### config.mk
export PLATFORM = sky130hd
export DESIGN_NAME = shift_xor_code_encoder
export DESIGN_NICKNAME = d
export VERILOG_FILES = /design/src/hw/rtl/sxc_pkg.sv /design/src/hw/rtl/sxc_shift_table.sv /design/src/hw/rtl/shift_xor_code_encoder.sv
export SDC_FILE = /design/constraint.sdc
export NUM_CORES = 2
export LEC_CHECK = 0
export ABC_AREA = 0
export ABC_CLOCK_PERIOD_IN_PS = 52100
export BUFFER_PORTS_ARGS = -buffer_cell sky130_fd_sc_hd__clkbuf_2
export CORE_ASPECT_RATIO = 1.25
export CORE_MARGIN = 2
export CORE_UTILIZATION = 35
export CTS_CLUSTER_DIAMETER = 50
export CTS_CLUSTER_SIZE = 12
export DETAILED_ROUTE_END_ITERATION = 10
export SKIP_CTS_REPAIR_TIMING = 1
export SLEW_MARGIN = 20
export SYNTH_ARGS = -nofsm -noshare
export SYNTH_HDL_FRONTEND = slang
export SYNTH_SLANG_ARGS = --single-unit
### constraint.sdc
create_clock -name i_clk -period 52.1 [get_ports i_clk]
set_input_delay 2.605 -clock i_clk [delete_from_list [all_inputs] [get_ports i_clk]]
set_output_delay 2.605 -clock i_clk [all_outputs]
set_load 0.02 [all_outputs]
### src/hw/rtl/sxc_pkg.sv
// ----------------------------------------------------------------------------
// sxc_pkg
// Types, constants and register indexes shared by the shift-XOR code encoder.
// ----------------------------------------------------------------------------
package sxc_pkg;

    localparam int FIELD_BITS           = 8;
    localparam int DEF_MAX_CODED_ROWS   = 8;
    localparam int DEF_MAX_MESSAGE_ROWS = 8;
    localparam int DEF_HISTORY_DEPTH    = 64;

    // The flush after a final column never runs longer than this.
    localparam int MAX_FLUSH = 49;
    localparam int FLUSH_W   = 7;

    localparam int CFG_INDEX_W = 2;
    localparam int CFG_DATA_W  = 4;

    typedef enum logic [CFG_INDEX_W-1:0] {
        CFG_MATRIX_MODE  = 2'd0,
        CFG_CODED_ROWS   = 2'd1,
        CFG_MESSAGE_ROWS = 2'd2
    } t_cfg_index;

    typedef enum logic {
        MODE_RID      = 1'b0,
        MODE_TWO_TONE = 1'b1
    } t_matrix_mode;

    typedef struct packed {
        t_matrix_mode            matrix_mode;
        logic [CFG_DATA_W-1:0]   coded_rows;
        logic [CFG_DATA_W-1:0]   message_rows;
    } t_sxc_cfg;

    localparam t_sxc_cfg CFG_RESET = '{
        matrix_mode:  MODE_RID,
        coded_rows:   4'd8,
        message_rows: 4'd8
    };

    typedef struct packed {
        logic [FIELD_BITS-1:0] message_bits;
        logic                  last_column;
    } t_sxc_in;

    typedef struct packed {
        logic [FIELD_BITS-1:0] coded_bits;
        logic [FIELD_BITS-1:0] row_valid;
        logic                  last;
    } t_sxc_out;

endpackage

### src/hw/rtl/sxc_shift_table.sv
// ----------------------------------------------------------------------------
// sxc_shift_table
// Registered tap shifts, per-row largest shift, flush length and lane and row
// masks, all derived from the configuration registers.
// ----------------------------------------------------------------------------
module sxc_shift_table #(
    parameter int MAX_CODED_ROWS   = sxc_pkg::DEF_MAX_CODED_ROWS,
    parameter int MAX_MESSAGE_ROWS = sxc_pkg::DEF_MAX_MESSAGE_ROWS,
    localparam int OUT_ROWS  = (MAX_CODED_ROWS < sxc_pkg::FIELD_BITS) ?
                               MAX_CODED_ROWS : sxc_pkg::FIELD_BITS,
    localparam int MSG_LANES = (MAX_MESSAGE_ROWS < sxc_pkg::FIELD_BITS) ?
                               MAX_MESSAGE_ROWS : sxc_pkg::FIELD_BITS,
    localparam int SHIFT_W   = $clog2((MAX_CODED_ROWS - 1) * (MAX_MESSAGE_ROWS - 1) + 2)
) (
    input  logic                          i_clk,
    input  sxc_pkg::t_sxc_cfg             i_cfg,
    output logic [SHIFT_W-1:0]            o_shift [OUT_ROWS][MSG_LANES],
    output logic [SHIFT_W-1:0]            o_tmax [OUT_ROWS],
    output logic [sxc_pkg::FLUSH_W-1:0]   o_total,
    output logic [MSG_LANES-1:0]          o_lane_mask,
    output logic [sxc_pkg::FIELD_BITS-1:0] o_row_mask
);
    import sxc_pkg::*;

    localparam int MAX_ROWS = (MAX_CODED_ROWS > MAX_MESSAGE_ROWS) ?
                              MAX_CODED_ROWS : MAX_MESSAGE_ROWS;
    localparam int ROW_W    = $clog2(MAX_ROWS + 1);
    localparam int RAW_W    = (ROW_W > CFG_DATA_W) ? ROW_W : CFG_DATA_W;
    localparam int PROD_W   = 2 * ROW_W;

    logic [RAW_W-1:0] n_raw, k_raw, n_clamp, k_clamp;
    logic [ROW_W-1:0] n_eff, k_eff, half_n, k_less1;
    logic [PROD_W-1:0] total_prod;
    logic [FLUSH_W-1:0] total_c;

    assign n_raw = RAW_W'(i_cfg.coded_rows);
    assign k_raw = RAW_W'(i_cfg.message_rows);

    // A count of zero means one row; counts above the build limit saturate.
    always_comb begin
        if (n_raw == '0) begin
            n_clamp = RAW_W'(1);
        end else if (n_raw > RAW_W'(MAX_CODED_ROWS)) begin
            n_clamp = RAW_W'(MAX_CODED_ROWS);
        end else begin
            n_clamp = n_raw;
        end
        if (k_raw == '0) begin
            k_clamp = RAW_W'(1);
        end else if (k_raw > RAW_W'(MAX_MESSAGE_ROWS)) begin
            k_clamp = RAW_W'(MAX_MESSAGE_ROWS);
        end else begin
            k_clamp = k_raw;
        end
    end

    assign n_eff   = n_clamp[ROW_W-1:0];
    assign k_eff   = k_clamp[ROW_W-1:0];
    assign half_n  = n_eff >> 1;
    assign k_less1 = k_eff - ROW_W'(1);

    // The widest row sets the flush length: the last row in RID mode, row
    // zero in two-tone mode.
    always_comb begin
        if (i_cfg.matrix_mode == MODE_RID) begin
            total_prod = PROD_W'(n_eff - ROW_W'(1)) * PROD_W'(k_less1);
        end else begin
            total_prod = PROD_W'(half_n) * PROD_W'(k_less1);
        end
        if (total_prod > PROD_W'(MAX_FLUSH)) begin
            total_c = FLUSH_W'(MAX_FLUSH);
        end else begin
            total_c = total_prod[FLUSH_W-1:0];
        end
    end

    always_ff @(posedge i_clk) begin
        o_total <= total_c;
    end

    for (genvar i = 0; i < OUT_ROWS; i++) begin : g_row
        logic [ROW_W-1:0]  row_fac;
        logic [PROD_W-1:0] tmax_prod;

        always_comb begin
            if (i_cfg.matrix_mode == MODE_RID) begin
                row_fac = ROW_W'(i);
            end else if (ROW_W'(i) < half_n) begin
                row_fac = half_n - ROW_W'(i);
            end else begin
                row_fac = ROW_W'(i) - half_n;
            end
            tmax_prod = PROD_W'(row_fac) * PROD_W'(k_less1);
        end

        always_ff @(posedge i_clk) begin
            o_tmax[i] <= tmax_prod[SHIFT_W-1:0];
        end

        for (genvar j = 0; j < MSG_LANES; j++) begin : g_lane
            logic [ROW_W-1:0]  lane_fac;
            logic [PROD_W-1:0] shift_prod;

            // Lanes at or above k give a meaningless product here; they are
            // masked out of the XOR by the lane mask.
            always_comb begin
                if (i_cfg.matrix_mode == MODE_TWO_TONE && ROW_W'(i) < half_n) begin
                    lane_fac = k_less1 - ROW_W'(j);
                end else begin
                    lane_fac = ROW_W'(j);
                end
                shift_prod = PROD_W'(row_fac) * PROD_W'(lane_fac);
            end

            always_ff @(posedge i_clk) begin
                o_shift[i][j] <= shift_prod[SHIFT_W-1:0];
            end
        end
    end

    for (genvar j = 0; j < MSG_LANES; j++) begin : g_lane_mask
        always_ff @(posedge i_clk) begin
            o_lane_mask[j] <= (ROW_W'(j) < k_eff);
        end
    end

    for (genvar i = 0; i < FIELD_BITS; i++) begin : g_row_mask
        if (i < OUT_ROWS) begin : g_used
            always_ff @(posedge i_clk) begin
                o_row_mask[i] <= (ROW_W'(i) < n_eff);
            end
        end else begin : g_unused
            assign o_row_mask[i] = 1'b0;
        end
    end

endmodule

### src/hw/rtl/shift_xor_code_encoder.sv
// ----------------------------------------------------------------------------
// shift_xor_code_encoder
// Shift-XOR erasure code encoder: one message column in, one coded column
// out, with a run of zero flush columns after the final message column.
// ----------------------------------------------------------------------------
//   Channel  | Direction | Handshake                 | Payload
//   ---------+-----------+---------------------------+--------------------
//   input    | in        | i_in_valid / o_in_ready   | i_in_data  (t_sxc_in)
//   output   | out       | o_out_valid / i_out_ready | o_out_data (t_sxc_out)
//   config   | in        | i_cfg_we (no wait)        | i_cfg_index, i_cfg_data
//
// One column is accepted per cycle while no flush runs and the output is not
// stalled; its result passes from the input register to the result register.
// A final column is followed by T flush columns, one per cycle while the
// output is not stalled, T being the largest row shift capped at 49; new
// requests wait in the input register meanwhile. Reset loads the default
// configuration and clears the shift history. A stall on the output holds
// the result register and, once the input register is full, the input.
// ----------------------------------------------------------------------------
module shift_xor_code_encoder #(
    parameter int MAX_CODED_ROWS   = sxc_pkg::DEF_MAX_CODED_ROWS,
    parameter int MAX_MESSAGE_ROWS = sxc_pkg::DEF_MAX_MESSAGE_ROWS,
    parameter int HISTORY_DEPTH    = sxc_pkg::DEF_HISTORY_DEPTH
) (
    input  logic                            i_clk,
    input  logic                            i_rst_n,
    input  logic                            i_in_valid,
    output logic                            o_in_ready,
    input  sxc_pkg::t_sxc_in                i_in_data,
    output logic                            o_out_valid,
    input  logic                            i_out_ready,
    output sxc_pkg::t_sxc_out               o_out_data,
    input  logic                            i_cfg_we,
    input  logic [sxc_pkg::CFG_INDEX_W-1:0] i_cfg_index,
    input  logic [sxc_pkg::CFG_DATA_W-1:0]  i_cfg_data
);
    import sxc_pkg::*;

    localparam int OUT_ROWS  = (MAX_CODED_ROWS < FIELD_BITS) ? MAX_CODED_ROWS : FIELD_BITS;
    localparam int MSG_LANES = (MAX_MESSAGE_ROWS < FIELD_BITS) ? MAX_MESSAGE_ROWS : FIELD_BITS;
    localparam int SHIFT_W   = $clog2((MAX_CODED_ROWS - 1) * (MAX_MESSAGE_ROWS - 1) + 2);
    localparam int IDX_W     = $clog2(HISTORY_DEPTH);
    localparam int CMP_W     = (SHIFT_W > IDX_W + 1) ? SHIFT_W : IDX_W + 1;
    localparam int TV_W      = (SHIFT_W > FLUSH_W) ? SHIFT_W : FLUSH_W;

    t_sxc_cfg                r_cfg;
    logic                    r_a_valid;
    t_sxc_in                 r_a;
    logic                    r_out_valid;
    t_sxc_out                r_out, n_out;
    logic                    r_flush_active;
    logic [FLUSH_W-1:0]      r_flush_cnt;
    logic [HISTORY_DEPTH-1:0] r_hist [MSG_LANES];
    logic [HISTORY_DEPTH-1:0] n_push [MSG_LANES];

    logic [SHIFT_W-1:0]      shift [OUT_ROWS][MSG_LANES];
    logic [SHIFT_W-1:0]      tmax [OUT_ROWS];
    logic [FLUSH_W-1:0]      total;
    logic [MSG_LANES-1:0]    lane_mask;
    logic [FIELD_BITS-1:0]   row_mask;

    logic                    src_valid, can_load, issue, terminal, start_flush;
    logic [FLUSH_W-1:0]      flush_col;
    logic [FIELD_BITS-1:0]   coded, flush_valid;

    sxc_shift_table #(
        .MAX_CODED_ROWS   (MAX_CODED_ROWS),
        .MAX_MESSAGE_ROWS (MAX_MESSAGE_ROWS)
    ) u_shift_table (
        .i_clk       (i_clk),
        .i_cfg       (r_cfg),
        .o_shift     (shift),
        .o_tmax      (tmax),
        .o_total     (total),
        .o_lane_mask (lane_mask),
        .o_row_mask  (row_mask)
    );

    // Flush columns take priority over a waiting message column.
    assign src_valid   = r_flush_active | r_a_valid;
    assign can_load    = ~r_out_valid | i_out_ready;
    assign issue       = can_load & src_valid;
    assign o_in_ready  = ~r_a_valid | (issue & ~r_flush_active);
    assign flush_col   = r_flush_cnt + FLUSH_W'(1);
    assign terminal    = r_flush_active ? (flush_col == total)
                                        : (r_a.last_column && total == '0);
    assign start_flush = ~r_flush_active & r_a.last_column & (total != '0);

    always_comb begin
        for (int j = 0; j < MSG_LANES; j++) begin
            n_push[j] = {r_hist[j][HISTORY_DEPTH-2:0],
                         ~r_flush_active & lane_mask[j] & r_a.message_bits[j]};
        end
    end

    // Each coded bit XORs one tap per message lane; taps at or beyond the
    // history depth read as zero.
    always_comb begin
        logic [CMP_W-1:0] s_ext;
        logic             acc;
        coded = '0;
        for (int i = 0; i < OUT_ROWS; i++) begin
            acc = 1'b0;
            for (int j = 0; j < MSG_LANES; j++) begin
                s_ext = CMP_W'(shift[i][j]);
                if (lane_mask[j] && s_ext < CMP_W'(HISTORY_DEPTH)) begin
                    acc = acc ^ n_push[j][s_ext[IDX_W-1:0]];
                end
            end
            coded[i] = acc & row_mask[i];
        end
    end

    always_comb begin
        flush_valid = '0;
        for (int i = 0; i < OUT_ROWS; i++) begin
            flush_valid[i] = row_mask[i] && (TV_W'(flush_col) <= TV_W'(tmax[i]));
        end
    end

    always_comb begin
        n_out.coded_bits = coded;
        n_out.row_valid  = r_flush_active ? flush_valid : row_mask;
        n_out.last       = terminal;
    end

    always_ff @(posedge i_clk) begin
        if (!i_rst_n) begin
            r_cfg          <= CFG_RESET;
            r_a_valid      <= 1'b0;
            r_out_valid    <= 1'b0;
            r_flush_active <= 1'b0;
            r_flush_cnt    <= '0;
            for (int j = 0; j < MSG_LANES; j++) begin
                r_hist[j] <= '0;
            end
        end else begin
            if (i_cfg_we) begin
                case (t_cfg_index'(i_cfg_index))
                    CFG_MATRIX_MODE:  r_cfg.matrix_mode  <= t_matrix_mode'(i_cfg_data[0]);
                    CFG_CODED_ROWS:   r_cfg.coded_rows   <= i_cfg_data;
                    CFG_MESSAGE_ROWS: r_cfg.message_rows <= i_cfg_data;
                    default: begin
                    end
                endcase
            end

            if (i_in_valid && o_in_ready) begin
                r_a_valid <= 1'b1;
            end else if (issue && !r_flush_active) begin
                r_a_valid <= 1'b0;
            end

            if (issue) begin
                r_out_valid <= 1'b1;
            end else if (i_out_ready) begin
                r_out_valid <= 1'b0;
            end

            if (issue) begin
                for (int j = 0; j < MSG_LANES; j++) begin
                    r_hist[j] <= terminal ? '0 : n_push[j];
                end
                if (r_flush_active) begin
                    if (terminal) begin
                        r_flush_active <= 1'b0;
                        r_flush_cnt    <= '0;
                    end else begin
                        r_flush_cnt <= flush_col;
                    end
                end else if (start_flush) begin
                    r_flush_active <= 1'b1;
                    r_flush_cnt    <= '0;
                end
            end
        end
    end

    always_ff @(posedge i_clk) begin
        if (i_in_valid && o_in_ready) begin
            r_a <= i_in_data;
        end
        if (issue) begin
            r_out <= n_out;
        end
    end

    assign o_out_valid = r_out_valid;
    assign o_out_data  = r_out;

endmodule

Word-level counts from Yosys, hierarchy flattened

Memory sizes are Yosys's and may differ from the RTL's.
Index checks and enable logic that the tools add are counted.

$add $sub $neg: 25
$mul: 74
Magnitude comparators: 99
Equality and inequality tests: 3
Mux-type cells: 309
Bitwise operators: 98
Reduce and logical (&&, ||, !) cells: 32

Operator list:

| cell                  | number |
|---|---|
| $mux W64              | 16 |
| $lt A6 B7 Y1 const B  | 64 |
| $mul A4 B4 Y6         | 72 |
| $bmux W1 S6           | 64 |
| $mux W4               | 84 |
| $mux W1               | 140 |
| $le A7 B6 Y1          | 8 |
| $xor A1 B1 Y1         | 56 |
| $lt A3 B4 Y1 const A  | 8 |
| $and A1 B1 Y1         | 28 |
| $mux W7               | 3 |
| $logic_and A1 B1 Y1   | 19 |
| $lt A1 B4 Y1 const A  | 4 |
| $lt A2 B4 Y1 const A  | 4 |
| $mux W8               | 2 |
| $sub A3 B3 Y4 const A | 4 |
| $sub A3 B3 Y4 const B | 4 |
| $sub A4 B3 Y4 const B | 4 |
| $lt A3 B3 Y1 const A  | 4 |
| $or A1 B1 Y1          | 11 |
| $gt A4 B4 Y1 const B  | 2 |
| $gt A8 B6 Y1 const B  | 1 |
| $logic_not A4 Y1      | 2 |
| $mul A8 B4 Y8         | 1 |
| other kinds (21)      | 35 |

Register bits: 500
Bits in writable memories: 512
Input port bits: 20
Output and inout bits: 19
Word-level logic and storage cells: 742
Memories kept: 1

Memories:

| name   | words | bits a word | rd ports | clocked after memory_dff | write ports | RTL line                     | RTL |
|---|---|---|---|---|---|---|---|
| r_hist | 8     | 64          | 8        | 0                        | 8           | shift_xor_code_encoder.sv:53 | `logic [HISTORY_DEPTH-1:0] r_hist [MSG_LANES];` |

Logic depth before layout (Yosys ltp)

Depth after elaboration: 21
Depth in mapped cells: 24
Depth with buffers taken out: 20

By module

From an unflattened synthesis, not the netlist that was laid out.

Cells, all modules: 6699
Area total of the unflattened synthesis: 82725.6 µm²

By module, submodules not included:

| module                 | times used | cells each | area an instance (µm²) | sequential area each (µm²) |
|---|---|---|---|---|
| shift_xor_code_encoder | 1          | 4065       | 56207.7                | 16295.6 |
| sxc_shift_table        | 1          | 2634       | 26517.9                | 6926.6 |

Least setup slack after synthesis

Ideal clock, no wire load.

Path type: input to register
Start point: input port i_out_ready
End point: memory r_hist[0][0] (netlist bit) (enable)
Library setup time: 2.069 ns
Arrival: 37.677 ns
Required time: 50.031 ns
Setup slack: 12.354 ns
Stages on the path: 2
Path buffers: 0
Cells stage by stage: nor2b_1 -> o21ai_0

RTL lines:

| element     | RTL line                     | RTL |
|---|---|---|
| from (decl) | shift_xor_code_encoder.sv:31 | `input logic i_out_ready,` |
| to (decl)   | shift_xor_code_encoder.sv:53 |  |

Final worst setup path

Start point: input port i_out_ready
End point: output port o_in_ready

Word-level cells in the longest chain between the ends: 4

RTL lines:

| element       | RTL line                     | RTL |
|---|---|---|
| $or A1 B1 Y1  | shift_xor_code_encoder.sv:81 | `assign can_load = ~r_out_valid \| i_out_ready;` |
| $and A1 B1 Y1 | shift_xor_code_encoder.sv:82 | `assign issue = can_load & src_valid;` |
| $and A1 B1 Y1 | shift_xor_code_encoder.sv:83 | `assign o_in_ready = ~r_a_valid \| (issue & ~r_flush_active);` |
| $or A1 B1 Y1  | shift_xor_code_encoder.sv:83 |  |
| to (decl)     | shift_xor_code_encoder.sv:28 | `output logic o_in_ready,` |

Every way passes these cells.

==> summary by stage <==
Placement
The placer congestion estimate is 0.9351. In this run the tool buffered the top-level ports with 38 buffer cells. Once placement finished, the instance area stood at 0.08286 sq mm. The wire-length estimate of the detail-placed layout is 185.9 mm.

Setup path
The data arrival time of the critical path is 3600 ps. The worst setup path startpoint is i_out_ready. The type of the worst setup path is in -> out. The maximum fanout along the worst path is 4.

For the worst setup path, the data required time is 49500 ps. The startpoint identified for the worst register-to-register timing path is r_cfg[3]$_SDFFE_PN1P_. The number of cells on the worst reg-to-reg path is 16. In this run the register-to-register setup slack is 46540 ps.

The endpoint identified for the worst register-to-register timing path is u_shift_table.o_shift[371]$_DFF_P_. STA classifies the critical path endpoint as an output pin. The type of element launching the critical path is an input pin.

Power and ir drop
The largest vdd supply drop is 0.02816 mV. For this design the total switching power over the nets is 839.2 uW. Net switching is 34.14% of the power.

The internal power is 1619 uW. The clock network fraction of total power is 33.0%. The part of the power in combinational logic is 26.1%. Per report_power, the sequential group accounts for 40.8% of the total.

The leakage power summed over all cells is 0.03650 uW. Dividing total power by cell area gives a power density of 28.33 mW/mm^2.

Clock tree
The number of clock sinks seen by CTS is 896. The post-CTS clock slew at the launch and capture registers of the worst setup and hold paths is 60 ps. The CTS tree is yes. CTS placed an instance of clkbuf_16 at the clock tree root. The number of clock buffers added by TritonCTS is 112. The clock latency reported for the late side of the worst-skew pair is 780 ps. The buffer levels on the longest clock path is 3. The H-tree was split into 3 levels.

Die
The number of primary I/O pins is 39. In this run the standard cell core region covers 0.2257 sq mm. The initial core utilization is 35.18%.

The placement row count is 195. The floorplan step set the die width to 430.0 um. The vertical extent of the die is 536.5 um. The die covers 0.2307 sq mm.

Yosys
In the post-synthesis netlist, the cell with the most instances is mux4_2. The number of distinct standard cells referenced by the synthesized netlist is 86. The area of the mapped netlist is 0.07940 sq mm. The number of instances in the synthesized netlist is 6350. The top cell type by area accounts for 27.32% of the synthesized area. Averaged over all synthesized cells, the footprint is 12.50 sq um. The fraction of registers with async set/reset is 0%. The sequential area share after synthesis is 29.27%. The Yosys step of the flow raised 0 warnings. The most instantiated flip-flop cell in the synthesis netlist is edfxtp_1. Synthesis inferred 896 register bits. The largest area contributor in the netlist is mux4_2. By count the netlist is led by mux4_2 (963), edfxtp_1 (530), and3_1 (518). By area the synthesized netlist is led by mux4_2 (27%), edfxtp_1 (20%), dfxtp_1 (9.2%). Yosys mapped a number of flops with a built-in enable equal to 530.

STA
The setup TNS is 0 ps. The final setup violation count is 0. The max-slew violation count is 0. Headroom to the max-slew limit came out at 17.67%. Timing would allow up to 161.2 MHz. Setup repair after global routing left no endpoint under its margin. The final number of hold-violating endpoints is 0. The clock arrives with 80.91 ps of skew. The shortest period the worst path allows is 6204 ps. The actual transition at the worst max-transition pin is 1219 ps. In the finished design, the share of the clock period the worst path needs comes to 11.91%.

Global routing
The leftover overflow at the end of global routing is 0. The global-route wire length before repair is 394.2 mm. The maximum number of pins on one net before global-route repair is 226. The number of global-route vias before repair was 58692. The number of antenna violations at the first check in global routing is 8. Global routing consumed, over all layers together, 22.64% of the routing resources.

Worst hold path
The worst hold path terminates at o_out_data[6]$_DFFE_PP_. The worst hold path depth is 1. In this run the worst hold path is classified as reg -> reg. The beginning of the worst hold path is u_shift_table.o_row_mask[5]$_DFF_P_.

Final layout
The final instance area is 0.08677 sq mm. The footprint of the multi-input gates is 0.05302 sq mm. The filler cells instantiated in the layout total 21320. The post-route netlist has 21.58% of its cells at a drive strength greater than 1.

The area added between synthesis and finish is 9.290%. The number of nets in the final layout is 7123. The total area of sequential cells is 0.02331 sq mm.

Detailed routing
The routed layout has 57637 vias. The routed wire length is 263.7 mm. In the final routed layout, each cell accounts on average for 28.11 um. The final routed DRC violation total is 0.

Before antenna repair, the detailed router went through 6 iterations. The count of routing violations after the opening detailed-route iteration is 5850. The number of antenna-violating nets in the routed design is 0. The detailed-route vias per instance is 6.144.

Flow run
Across the run, the number of max-cap violations was 0.

Run status
The flow ran to the end, and the final reports show no timing, DRC or antenna violations.
-- cell type report --
type	count	area share [%]
clock buffer	156	3.611
tap	2955	4.261
sequential	896	26.86
clock inverter	57	0.8104
inverter	484	2.094
multi-input combinational	4685	61.10
timing repair buffer	146	1.254
antenna	2	0.005768
-- worst max-delay path by stage --
stage	end	slack, ps	depth (start not counted)
global route	o_in_ready	45810	4
CTS	o_in_ready	45880	4
floorplan	r_hist[0][0]$_SDFFCE_PP0P_	12350	2
detailed placement	o_in_ready	45890	4
global placement	o_in_ready	45890	4
finish	o_in_ready	45900	4
-- through the flow --
step	utilization, %	instances	hold WS (ps)	power [uW]	setup WS, ps
5_1_grt	38.45	9381	550.4	2545	45810
3_3_place_gp	36.72	9164	510.4	1632	45890
3_5_place_dp	36.72	9164	520.3	1641	45890
4_1_cts	38.42	9377	528.7	2458	45880
6_report	38.45	9381	530.1	2458	45900
2_1_floorplan	-	6570	465.9	1431	12350
-- critical path, stage by stage --
cell and delay, ps:
clkbuf_2 90, nor2b_1 470, o21ai_0 230, clkbuf_2 200
-- metal layers --
| layer | track usage (%) | vias to the layer above | wire, um | part of all wire [%] |
|---|---|---|---|---|
| li1 | - | 24141 | - | - |
| met1 | 27.20 | 29483 | 95430 | 36 |
| met2 | 37.58 | 3166 | 126700 | 48 |
| met3 | 3.676 | 837 | 20580 | 7.8 |
| met4 | 15.06 | 10 | 20840 | 7.9 |
| met5 | 0 | - | 81 | 0.031 |
-- layout by cell type, fill, tap and decap left out, types with 35 or more instances in the layout --
master,instances
nor2b_1,71
mux4_2,963
a22oi_1,35
clkbuf_2,37
nand3_1,73
nand2b_1,40
o21ai_0,108
conb_1,222
a21o_1,83
clkbuf_16,116
inv_1,478
xor2_1,115
a21oi_1,183
nand2_1,272
ha_1,511
dfxtp_1,344
nand3b_1,37
fa_1,267
edfxtp_1,530
mux2i_1,266
and3_1,518
xnor2_1,203
mux2_2,53
buf_4,102
nor2_1,234
-- state kept, by name, indices dropped and copies added (netlist names), 7 cells and up --
name                       cells
r_hist                       504
u_shift_table.o_shift        282
u_shift_table.o_tmax          42
o_out_data                    17
r_a                            9
r_cfg                          9
u_shift_table.o_lane_mask      8
u_shift_table.o_row_mask       8
r_flush_cnt                    7
u_shift_table.o_total          7
-- power groups by stage --
stage          registers (uW)  clock network [uW]  logic (uW)
3_5_place_dp             1010                   0         630
2_1_floorplan             964                   0         467
4_1_cts                   997                 827         634
6_report                 1000                 812         642
3_3_place_gp             1010                   0         625
5_1_grt                  1010                 851         683
-- logic make-up (layout without fill, tap and decap cells) --
| family | count (synthesis) | in the layout | synth area share [%] |
|---|---|---|---|
| buffers and inverters | 989 | 843 | 5.055 |
| adders and majority gates | 778 | 778 | 14.78 |
| and+or+nand+nor | 1395 | 1395 | 9.394 |
| xor gates and xnor gates | 330 | 330 | 3.815 |
| AOI/OAI and AO/OA | 655 | 655 | 5.486 |
| other | 2 | 224 | 0.009459 |
| DFF | 896 | 896 | 29.27 |
| muxes | 1305 | 1305 | 32.18 |
(Power assumes the default switching activity.)
